<file path="src/hdl/salf_pkg.sv">
// Shared types and constants for the set-associative tag lookup block.
package salf_pkg;

  localparam int REG_IDX_W = 2;

  typedef enum logic [REG_IDX_W-1:0] {
    REG_OFFSET_BITS = 2'd0,
    REG_SET_BITS    = 2'd1,
    REG_WAYS        = 2'd2,
    REG_USE_FIFO    = 2'd3
  } reg_idx_t;

  typedef enum logic [1:0] {
    ST_IDLE,
    ST_READ,
    ST_UPDATE,
    ST_OUT
  } state_t;

  typedef struct packed {
    logic capture;
    logic update;
    logic show;
  } cmd_t;

  localparam logic [4:0] OFFSET_BITS_RST = 5'd4;
  localparam logic [2:0] SET_BITS_RST    = 3'd0;
  localparam logic [3:0] WAYS_RST        = 4'd8;
  localparam logic       USE_FIFO_RST    = 1'b0;
  localparam logic [31:0] COUNT_MAX      = 32'hFFFF_FFFF;
  // set_bits above this value saturate to it
  localparam int          SET_BITS_LIMIT = 6;

endpackage

</file>
<file path="src/hdl/salf_ctrl.sv">
// Controller state machine sequencing one access at a time.
module salf_ctrl
  import salf_pkg::*;
(
  input  logic clk,
  input  logic rst,
  input  logic in_valid,
  input  logic out_ready,
  output logic in_ready,
  output logic out_valid,
  output cmd_t cmd
);

  state_t state, state_next;

  always_ff @(posedge clk) begin
    if (rst) begin
      state <= ST_IDLE;
    end else begin
      state <= state_next;
    end
  end

  always_comb begin
    state_next  = state;
    in_ready    = 1'b0;
    out_valid   = 1'b0;
    cmd         = '0;
    unique case (state)
      ST_IDLE: begin
        in_ready = 1'b1;
        if (in_valid) begin
          cmd.capture = 1'b1;
          state_next  = ST_READ;
        end
      end
      ST_READ: state_next = ST_UPDATE;
      ST_UPDATE: begin
        cmd.update = 1'b1;
        state_next = ST_OUT;
      end
      ST_OUT: begin
        out_valid = 1'b1;
        if (out_ready) begin
          state_next = ST_IDLE;
        end
      end
      default: state_next = ST_IDLE;
    endcase
  end

  // a result is shown only after its update
  assert property (@(posedge clk) disable iff (rst) out_valid |-> $past(cmd.update) || $past(out_valid))
    else $error("result without update");
  assert property (@(posedge clk) disable iff (rst) cmd.capture |=> !in_ready)
    else $error("accepted while busy");
  assert property (@(posedge clk) disable iff (rst) cmd.update |=> out_valid)
    else $error("update not followed by result");

endmodule

</file>
<file path="config.mk">
export PLATFORM = sky130hd
export DESIGN_NAME = salf_ctrl
export DESIGN_NICKNAME = d
export VERILOG_FILES = /design/src/hdl/salf_pkg.sv /design/src/hdl/salf_ctrl.sv
export SDC_FILE = /design/constraint.sdc
export NUM_CORES = 1
export LEC_CHECK = 0
export BUFFER_PORTS_ARGS = -buffer_cell sky130_fd_sc_hd__buf_4
export CAP_MARGIN = 10
export CORE_AREA = 2 2 39 41
export CTS_BUF_LIST = sky130_fd_sc_hd__clkbuf_8
export DETAILED_ROUTE_END_ITERATION = 16
export DIE_AREA = 0 0 41 43
export PLACE_DENSITY = 0.3
export SLEW_MARGIN = 20
export SYNTH_ARGS = -nofsm -noshare
export SYNTH_HDL_FRONTEND = slang
export SYNTH_SLANG_ARGS = --single-unit
</file>
<file path="constraint.sdc">
create_clock -name clk -period 1.7 [get_ports clk]
set_input_delay 0.255 -clock clk [delete_from_list [all_inputs] [get_ports clk]]
set_output_delay 0.255 -clock clk [all_outputs]
set_load 0.05 [all_outputs]
</file>
==> run_results.csv, run 1 <==
group,metric,value,unit
clocking,max-clock-path-buffers,2,
setup_path,path_buf_inv,2,
setup_path,crit_family,"flip-flops",
timing,finalMaxSlewViolations,0,
pwr,ir_drop,0.420,mV
clocking,cts_hold_buf,0,
logic_synthesis,synthMuxAreaShare,6.15,%
run,drv_cap,0,
place,gp_congestion,0.600,
drt,viasPerCell,3.34,
clocking,h-tree-depth,1,
timing,min_period,1440,ps
timing,fmax,695,MHz
finish,drive_gt1_share,39.3,%
finish,antennaDiodeCount,0,
setup_path,slowest_stage,"dfxtp_1",
clocking,post_cts_buffers,0,
pwr,p_total,0.533,mW
floorplan,die-area,1760,um^2
finish,top_register,"state",
clocking,cts_resized,0,
finish,area_growth,65.4,%
drt,firstDrtPassIters,1,
floorplan,die-width,41,um
clocking,cts_made_buffers,3,
logic_synthesis,synth_top_family_by_area,"adder cells",
worst_hold_path,hold_class,"in -> reg",
logic_synthesis,synth_xor_area_share,0,%
logic_synthesis,ys_ff_latch,2,
setup_path,cp.arrival,1180,ps
drt,drc_errors,0,
logic_synthesis,synth_fp_nets,26,
outcome,status,"completed",
clocking,cts_tree,"done",
drt,vias,147,
floorplan,core_area,1380,um^2
pwr,leakage,0.144,nW
timing,clock_skew,1.01,ps
floorplan,io_pins,9,
setup_path,worst_path_largest_cell_delay,350,ps
logic_synthesis,yosys_warnings,0,
clocking,worstSkewPairLatency,210,ps
timing,rsz0062_at_grt,"no",
grt,track_usage,5.61,%
clocking,cts_sinks,2,
setup_path,end_kind,"primary output",
logic_synthesis,synthCells,19,
logic_synthesis,syn_area,163,um^2
setup_path,worstSetupStartpointType,"flip-flop",
logic_synthesis,avgSynthCellArea,8.56,um^2
grt,grt_max_degree,5,
finish,largestRegisters,"state (2)",
setup_path,worst-setup-path-type,"reg -> out",
place,portBuffers,7,
finish,fin_nets,37,
clocking,cts-root-buf,"clkbuf_8",
timing,setup_viol,0,
floorplan,die_y,43,um
timing,finalSetupTns,0,ps
drt,drt_iter0_drc,0,
logic_synthesis,synth_simple_gate_area_share,20.8,%
finish,largest_reg_flops,2,
logic_synthesis,synth_compound_area_share,9.23,%
logic_synthesis,synth_fa_ha_area_share,23.1,%
drt,finalWirelength,336,um
timing,post-route-period-util,84.7,%
pwr,powerDensity,1980,nW/um^2
drt,postRouteAntennaNets,0,
setup_path,required,1440,ps
drt,wl_per_cell,7.64,um
grt,globalRouteOverflowTotal,0,
floorplan,start_util,11.8,%
logic_synthesis,ys_seq_area_share,24.6,%
timing,finalHoldViolCount,0,
setup_path,crit_chain,"inv_1 -> ha_1 -> and2_1 -> buf_4",
logic_synthesis,synth.distinct_cells,12,
floorplan,num_rows,14,
grt,grt_first_pass_wirelength,586,um
setup_path,critPathMaxFanout,4,
grt,antenna_found_initial,0,
finish,fillers,158,
clocking,clk_pin_slew,30,ps
grt,grt_pass1_vias,169,
cell families after synthesis:
kind of cell | Yosys count
buffers and inverters | 5
AND/OR/NAND/NOR | 5
adder cells (fa/ha/maj) | 3
AO/OA/AOI/OAI | 2
flip-flops | 2
multiplexers | 1
other | 1
worst paths after layout:
path | from | end | depth (start not counted) | slack (ps)
hold reg to reg | state[1]$_SDFFE_PP0P_ | state[1]$_SDFFE_PP0P_ | 2 | 510
setup reg to reg | state[0]$_SDFFE_PP0P_ | state[0]$_SDFFE_PP0P_ | 4 | 420
setup / recovery | state[0]$_SDFFE_PP0P_ | cmd[2] | 4 | 260
hold / removal | rst | state[0]$_SDFFE_PP0P_ | 3 | 320
power breakdown:
part,internal [mW],switching (mW),leakage [nW]
clock,0.150,0.0350,0.0216
sequential,0.0649,0.0157,0.0166
combinational,0.0920,0.175,0.106
total,0.306,0.226,0.144
synth_stat cells:
cell	count	area, um^2
buf_4	1	7.51
mux2i_1	1	10.0
o211a_1	1	10.0
and2_1	1	6.26
ha_1	3	37.5
conb_1	1	3.75
inv_1	4	15.0
dfxtp_1	2	40.0
nand2_1	2	7.51
a21oi_1	1	5.00
or3_1	1	6.26
nor2b_4	1	13.8
cell usage in the layout, fill, tap and decap left out:
cell type and instances:
nand2_1 2, o211a_1 1, nor2b_4 1, dfxtp_1 2, and2_1 1, ha_1 3
mux2i_1 1, clkbuf_8 3, conb_1 1, inv_1 4, or3_1 1, buf_4 7
a21oi_1 1
routing by layer:
| layer | part of all wire, % | GRT usage, % | wire [um] |
|---|---|---|---|
| met5 | 0 | 0 | 0 |
| met4 | 0 | 8.00 | 0 |
| met3 | 13 | 3.14 | 44 |
| met2 | 43 | 7.19 | 144 |
| met1 | 44 | 4.78 | 147 |
layout make-up:
class,instances,area [um^2],area share (%)
multi-input cells,12,100,37.2
inverters,4,15.0,5.58
well taps,16,20.0,7.44
clock buffers,3,41.3,15.3
flip-flops and latches,2,40.0,14.9
repair buffers,7,52.6,19.5
tightest hold or removal path, delay by kind of cell:
kind	cells	cell delay (ps)
compound gates	1	100
buf+inv	2	120
metrics by stage:
step / setup slack [ps] / area [um^2] / hold WS [ps] / instances / utilization [%]
5_1_grt: 170 / 269 / 338 / 44 / 19.4
3_5_place_dp: 425 / 228 / 514 / 41 / 16.5
6_report: 261 / 269 / 318 / 44 / 19.4
4_1_cts: 253 / 269 / 316 / 44 / 19.4
2_1_floorplan: 68.1 / 163 / 435 / 19 / -
3_3_place_gp: 438 / 228 / 495 / 41 / 16.5
No activity file was read; power rests on OpenSTA's default activity.
==> run 2, diff against run 1 <==
--- a/config.mk
+++ b/config.mk
@@ -5,13 +5,14 @@
 export SDC_FILE = /design/constraint.sdc
 export NUM_CORES = 1
 export LEC_CHECK = 0
+export ABC_AREA = 1
 export BUFFER_PORTS_ARGS = -buffer_cell sky130_fd_sc_hd__buf_4
 export CAP_MARGIN = 10
 export CORE_AREA = 2 2 39 41
 export CTS_BUF_LIST = sky130_fd_sc_hd__clkbuf_8
 export DETAILED_ROUTE_END_ITERATION = 16
 export DIE_AREA = 0 0 41 43
-export PLACE_DENSITY = 0.3
+export PLACE_DENSITY = 0.32
 export SLEW_MARGIN = 20
 export SYNTH_ARGS = -nofsm -noshare
 export SYNTH_HDL_FRONTEND = slang
==> constraint.sdc (replaced) <==
create_clock -name clk -period 1.2 [get_ports clk]
set_input_delay 0.18 -clock clk [delete_from_list [all_inputs] [get_ports clk]]
set_output_delay 0.18 -clock clk [all_outputs]
set_load 0.05 [all_outputs]
==> run 2 against run 1 <==
  * Final cell count up 18%
  * Clock skew up 0.86 ps
  * Die area unchanged
  * Critical path depth up 1
  * Routed wire length up 3.3%
  * First-iteration DRC count unchanged
  * Combinational power up 130%
  * Sequential cell count unchanged
  * Synthesized area up 5.4%
  * Clock power up 40%
  * Clock-buffer cell count unchanged
  * Register-to-register slack worse by 270 ps
  * Critical path type unchanged
  * Largest cell class unchanged
==> run_results.csv, run 2 <==
group,metric,value,unit
outcome,status,"completed",
timing,setup_viol,0,
pwr,seq_power_share,13.3,%
finish,largestRegisters,"state (2)",
logic_synthesis,synth_compound_area_share,5.84,%
pwr,p_total,1.00,mW
logic_synthesis,ys_ff_latch,2,
grt,grt_first_pass_wirelength,524,um
logic_synthesis,synthCells,26,
logic_synthesis,ys_seq_area_share,23.4,%
setup_path,rr_endpoint,"state[0]$_SDFFE_PP0P_",
setup_path,crit_chain,"inv_2 -> ha_4 -> nand2_2 -> inv_2 -> buf_8",
logic_synthesis,synth.distinct_cells,10,
drt,postRouteAntennaNets,0,
setup_path,worstRegToRegCells,7,
setup_path,slowest_stage,"dfxtp_2",
floorplan,num_rows,14,
finish,fin_nets,45,
grt,track_usage,5.21,%
logic_synthesis,synthMuxAreaShare,0,%
drt,wl_per_cell,6.67,um
setup_path,r2r_slack,150,ps
timing,clock_skew,1.87,ps
floorplan,io_pins,9,
setup_path,required,1020,ps
pwr,powerDensity,3170,nW/um^2
timing,post-route-period-util,97.2,%
setup_path,worst_path_largest_cell_delay,340,ps
place,portBuffers,7,
drt,viasPerCell,3.21,
grt,grt_max_degree,5,
pwr,p_int,0.556,mW
grt,antenna_found_initial,0,
logic_synthesis,syn_area,171,um^2
timing,fin_ws,34.2,ps
drt,drc_errors,0,
logic_synthesis,synth_xor_area_share,0,%
logic_synthesis,avgSynthCellArea,6.59,um^2
pwr,swShare,44.5,%
setup_path,cp_common_cell,"inv_2",
logic_synthesis,synth_top_area_share,23.4,%
finish,layout_common_cells,"buf_4 (6), inv_1 (4), nand2_1 (4)",
place,gp_congestion,0.545,
floorplan,die-area,1760,um^2
clocking,cts-root-buf,"clkbuf_8",
drt,vias,167,
drt,firstDrtPassIters,1,
setup_path,worst-setup-path-type,"reg -> out",
setup_path,cp-startpoint,"state[0]$_SDFFE_PP0P_",
clocking,worstSkewPairLatency,210,ps
setup_path,worstSetupStartpointType,"flip-flop",
timing,min_period,1170,ps
logic_synthesis,synth_common_cells,"inv_1 (7), nand2_1 (5), ha_1 (3), nor2_1 (3)",
drt,finalWirelength,347,um
logic_synthesis,synth-async-reset-ratio,0,%
clocking,max-clock-path-buffers,2,
floorplan,die-width,41,um
timing,finalMaxSlewViolations,0,
finish,largest_reg_flops,2,
finish,final_common_cell,"buf_4",
place,post-dp-hpwl,264,um
logic_synthesis,synth_edf_count,0,
logic_synthesis,yosys_warnings,0,
finish,top_register,"state",
logic_synthesis,yosysMostFrequentCell,"inv_1",
clocking,cts_sinks,2,
grt,grt_pass1_vias,145,
finish,antennaDiodeCount,0,
clocking,cts_made_buffers,3,
timing,finalSetupTns,0,ps
clocking,h-tree-depth,1,
logic_synthesis,synth_fp_nets,33,
drt,drt_iter0_drc,0,
setup_path,reg2reg_from,"state[0]$_SDFFE_PP0P_",
logic_synthesis,synth_top_family_by_area,"simple AND/OR/NAND/NOR gates",
setup_path,critPathMaxFanout,3,
finish,drive_gt1_share,58.3,%
run,drv_cap,0,
pwr,leakage,0.168,nW
floorplan,die_y,43,um
setup_path,setup.worst_path.end,"cmd[2]",
pwr,p_switching,0.446,mW
finish,area_growth,84.7,%
timing,finalHoldViolCount,0,
logic_synthesis,synth_area_leaders,"dfxtp_1 (23%), ha_1 (22%), inv_1 (15%)",
floorplan,start_util,12.4,%
logic_synthesis,synth_simple_gate_area_share,27.0,%
pwr,power_frac_comb,60.8,%
logic_synthesis,synth_ff_type,"dfxtp_1",
place,pre_cts_ws,124,ps
logic_synthesis,synth_fa_ha_area_share,21.9,%
clocking,clk_pin_slew,30,ps
worst_hold_path,hold_class,"in -> reg",
setup_path,end_kind,"primary output",
setup_path,cp.arrival,990,ps
grt,globalRouteOverflowTotal,0,
floorplan,core_area,1380,um^2
timing,fmax,858,MHz
pwr,ir_drop,0.826,mV
logic_synthesis,yosysTopAreaCell,"dfxtp_1",
clocking,cts_tree,"done",
pwr,clockPowerShare,25.9,%
-- run 2: changes by cell type after synthesis, sizes merged --
cell | previous run | this run
nor2b | 1 | 0
nor2 | 0 | 3
nand2 | 2 | 6
and2 | 1 | 0
a21oi | 1 | 2
nand3 | 0 | 1
or3 | 1 | 0
o211a | 1 | 0
mux2i | 1 | 0
inv | 4 | 7
-- run 2: through the flow --
stage,util [%],hold slack [ps],std cells,instance area (um^2)
floorplan,-,335,26,176
global placement,17.5,431,48,241
detailed placement,17.5,433,48,241
CTS,22.2,207,52,307
global route,22.9,234,52,317
finish,22.9,209,52,317
-- run 2: power groups by stage --
stage | combinational (mW) | sequential (mW) | clock (mW)
floorplan | 0.415 | 0.118 | 0
global placement | 0.507 | 0.125 | 0
detailed placement | 0.515 | 0.123 | 0
CTS | 0.585 | 0.134 | 0.272
global route | 0.669 | 0.135 | 0.278
finish | 0.610 | 0.133 | 0.259
-- run 2: layer usage --
layer	GRT usage (%)	wire length, um	part of all wire [%]	vias up
met1	5.10	160	46	67
met3	3.14	30	8.6	2
met4	8.00	9	2.6	0
li1	-	-	-	92
met5	0	0	0	-
met2	5.63	147	42	6
-- run 2: final cells by class --
cell class	instances	area, um^2
fill	154	1070
multi-input combinational	16	115
timing repair buffer	8	71.3
sequential	2	42.5
clock buffer	3	41.3
inverter	7	26.3
tap	16	20.0
-- run 2: timing repair --
item                                    in CTS  in global routing
setup buffers                                1                  0
resized for setup                            6                  4
hold buffers                                 0                  0
pin swaps                                    1                  1
endpoints found under the setup margin       3                  2
-- run 2: cells by family after synthesis --
kind of cell	Yosys count
adders and majority gates	3
other	1
AOI/OAI and AO/OA	2
DFF	2
and+or+nand+nor	10
buffers and inverters	8
-- run 2: worst min-delay path by stage --
stage | from | endpoint | slack (ps) | cells past startpoint
finish | rst | state[1]$_SDFFE_PP0P_ | 210 | 4
global route | rst | state[0]$_SDFFE_PP0P_ | 230 | 4
CTS | rst | state[1]$_SDFFE_PP0P_ | 210 | 4
detailed placement | rst | state[1]$_SDFFE_PP0P_ | 430 | 4
global placement | rst | state[1]$_SDFFE_PP0P_ | 430 | 4
floorplan | rst | state[1]$_SDFFE_PP0P_ | 340 | 3
-- run 2: critical path: cells and delay by family (launching register included) --
family | cells | cell delay (ps)
flops | 1 | 340
simple gates | 1 | 50
buf+inv | 3 | 240
fa+ha+maj | 1 | 160
==> run 3, diff against run 2 <==
--- a/config.mk
+++ b/config.mk
@@ -6,13 +6,13 @@
 export NUM_CORES = 1
 export LEC_CHECK = 0
 export ABC_AREA = 1
-export BUFFER_PORTS_ARGS = -buffer_cell sky130_fd_sc_hd__buf_4
 export CAP_MARGIN = 10
 export CORE_AREA = 2 2 39 41
 export CTS_BUF_LIST = sky130_fd_sc_hd__clkbuf_8
 export DETAILED_ROUTE_END_ITERATION = 16
 export DIE_AREA = 0 0 41 43
-export PLACE_DENSITY = 0.32
+export DONT_BUFFER_PORTS = 1
+export PLACE_DENSITY = 0.3
 export SLEW_MARGIN = 20
 export SYNTH_ARGS = -nofsm -noshare
 export SYNTH_HDL_FRONTEND = slang
==> run 3 against run 2 <==
  * Largest power group unchanged
  * Non-clock buffer count fell by 4
  * Clock skew barely moved
  * First-iteration DRC count did not move
  * Critical endpoint unchanged
  * Highest routed layer is now met3
  * Routed wire length fell by 1.4%
  * Combinational power fell by 2%
==> run_results.csv, run 3 (synthesized netlist as in run 2, its figures left out) <==
group,metric,value,unit
clocking,h-tree-depth,1,
grt,grt_max_degree,5,
timing,setup_viol,0,
setup_path,worstSetupStartpointType,"flip-flop",
drt,viasPerCell,3.25,
place,gp_congestion,0.570,
setup_path,r2r_slack,230,ps
finish,stdcell_area,294,um^2
grt,antenna_found_initial,0,
outcome,status,"completed",
timing,fmax,849,MHz
pwr,ir_drop,0.761,mV
finish,area_growth,71.5,%
timing,finalHoldViolCount,0,
finish,layout_common_cells,"inv_1 (4), nand2_1 (4), inv_2 (3), nor2_1 (3), clkbuf_8 (3)",
clocking,cts_tree,"done",
drt,postRouteAntennaNets,0,
clocking,worstSkewPairLatency,210,ps
finish,fin_nets,41,
timing,finalSetupTns,0,ps
finish,stdcell_count,48,
floorplan,start_util,12.4,%
finish,largest_reg_flops,2,
finish,register_area,45.0,um^2
setup_path,worst-setup-path-type,"reg -> out",
setup_path,required,1020,ps
timing,finalMaxSlewViolations,0,
timing,clock_skew,1.43,ps
drt,drt_iter0_drc,0,
clocking,cts-root-buf,"clkbuf_8",
place,post_dp_cell_area,231,um^2
finish,fillers,164,
drt,finalWirelength,342,um
place,place_inst,45,
place,post-dp-hpwl,283,um
setup_path,cp.arrival,1000,ps
floorplan,io_pins,9,
clocking,cts_made_buffers,3,
finish,antennaDiodeCount,0,
drt,firstDrtPassIters,1,
timing,rsz0062_at_grt,"yes",
pwr,powerDensity,3380,nW/um^2
drt,vias,156,
clocking,max-clock-path-buffers,2,
finish,drive_gt1_share,53.1,%
floorplan,num_rows,14,
drt,drc_errors,0,
timing,fin_ws,22.5,ps
run,drv_cap,0,
place,portBuffers,0,
grt,grt_first_pass_wirelength,565,um
grt,globalRouteOverflowTotal,0,
worst_hold_path,hold_class,"in -> reg",
finish,top_register,"state",
setup_path,critPathMaxFanout,4,
floorplan,core_area,1380,um^2
finish,largestRegisters,"state (2)",
timing,post-route-period-util,98.1,%
timing,min_period,1180,ps
pwr,leakage,0.150,nW
floorplan,die_y,43,um
clocking,cts_sinks,2,
grt,grt_pass1_vias,147,
finish,multiInputGateArea,115,um^2
setup_path,end_kind,"primary output",
place,pre_cts_ws,125,ps
floorplan,die-area,1760,um^2
clocking,clk_pin_slew,30,ps
floorplan,die-width,41,um
drt,wl_per_cell,7.13,um
grt,track_usage,5.21,%
## run 3: cell count changes in the layout (fill, tap and decap cells not counted)
cell	change
buf_12	+1
buf_4	-4
dfxtp_4	+1
buf_8	-1
dfxtp_2	-1
## run 3: repair_timing
action	CTS	global route
endpoints found under the setup margin	3	2
hold buffers	0	0
resized for setup	7	2
gates cloned	0	0
pin swaps	1	1
buffers inserted	0	0
## run 3: cell type report
class | instances | share of cell area (%)
multi-input combinational | 16 | 39.1
timing repair buffer | 4 | 15.7
sequential | 2 | 15.3
clock buffer | 3 | 14.0
inverter | 7 | 8.94
tap | 16 | 6.81
## run 3: worst paths after layout
| path | depth (start not counted) | start | to |
|---|---|---|---|
| worst max-delay path | 5 | state[1]$_SDFFE_PP0P_ | cmd[2] |
| worst min-delay path | 3 | rst | state[1]$_SDFFE_PP0P_ |
| worst max register to register | 6 | state[0]$_SDFFE_PP0P_ | state[0]$_SDFFE_PP0P_ |
| worst min register to register | 2 | state[0]$_SDFFE_PP0P_ | state[0]$_SDFFE_PP0P_ |
## run 3: power breakdown
group	leakage [nW]	switching, mW	total, mW	internal [mW]
logic	0.111	0.363	0.595	0.232
registers	0.0175	0.0314	0.139	0.108
clock network	0.0216	0.0478	0.259	0.212
## run 3: critical path, cell delays in order, from the launching register on
cell,delay (ps)
dfxtp_4,350
inv_2,40
ha_4,160
nand2_2,60
inv_2,40
buf_12,130
## run 3: metal layers
layer	GRT usage (%)	vias up	part of all wire, %
li1	-	84	-
met1	6.07	65	46
met2	5.63	7	44
met3	3.14	0	10
met4	6.00	0	0
met5	0	-	0
## run 3: through the flow
step                hold WS (ps)  utilization [%]  power (mW)
floorplan                    335                -       0.533
global placement             348             16.7       0.659
detailed placement           353             16.7       0.668
CTS                          141             20.8        1.00
global route                 161             21.2        1.07
finish                       138             21.2       0.994
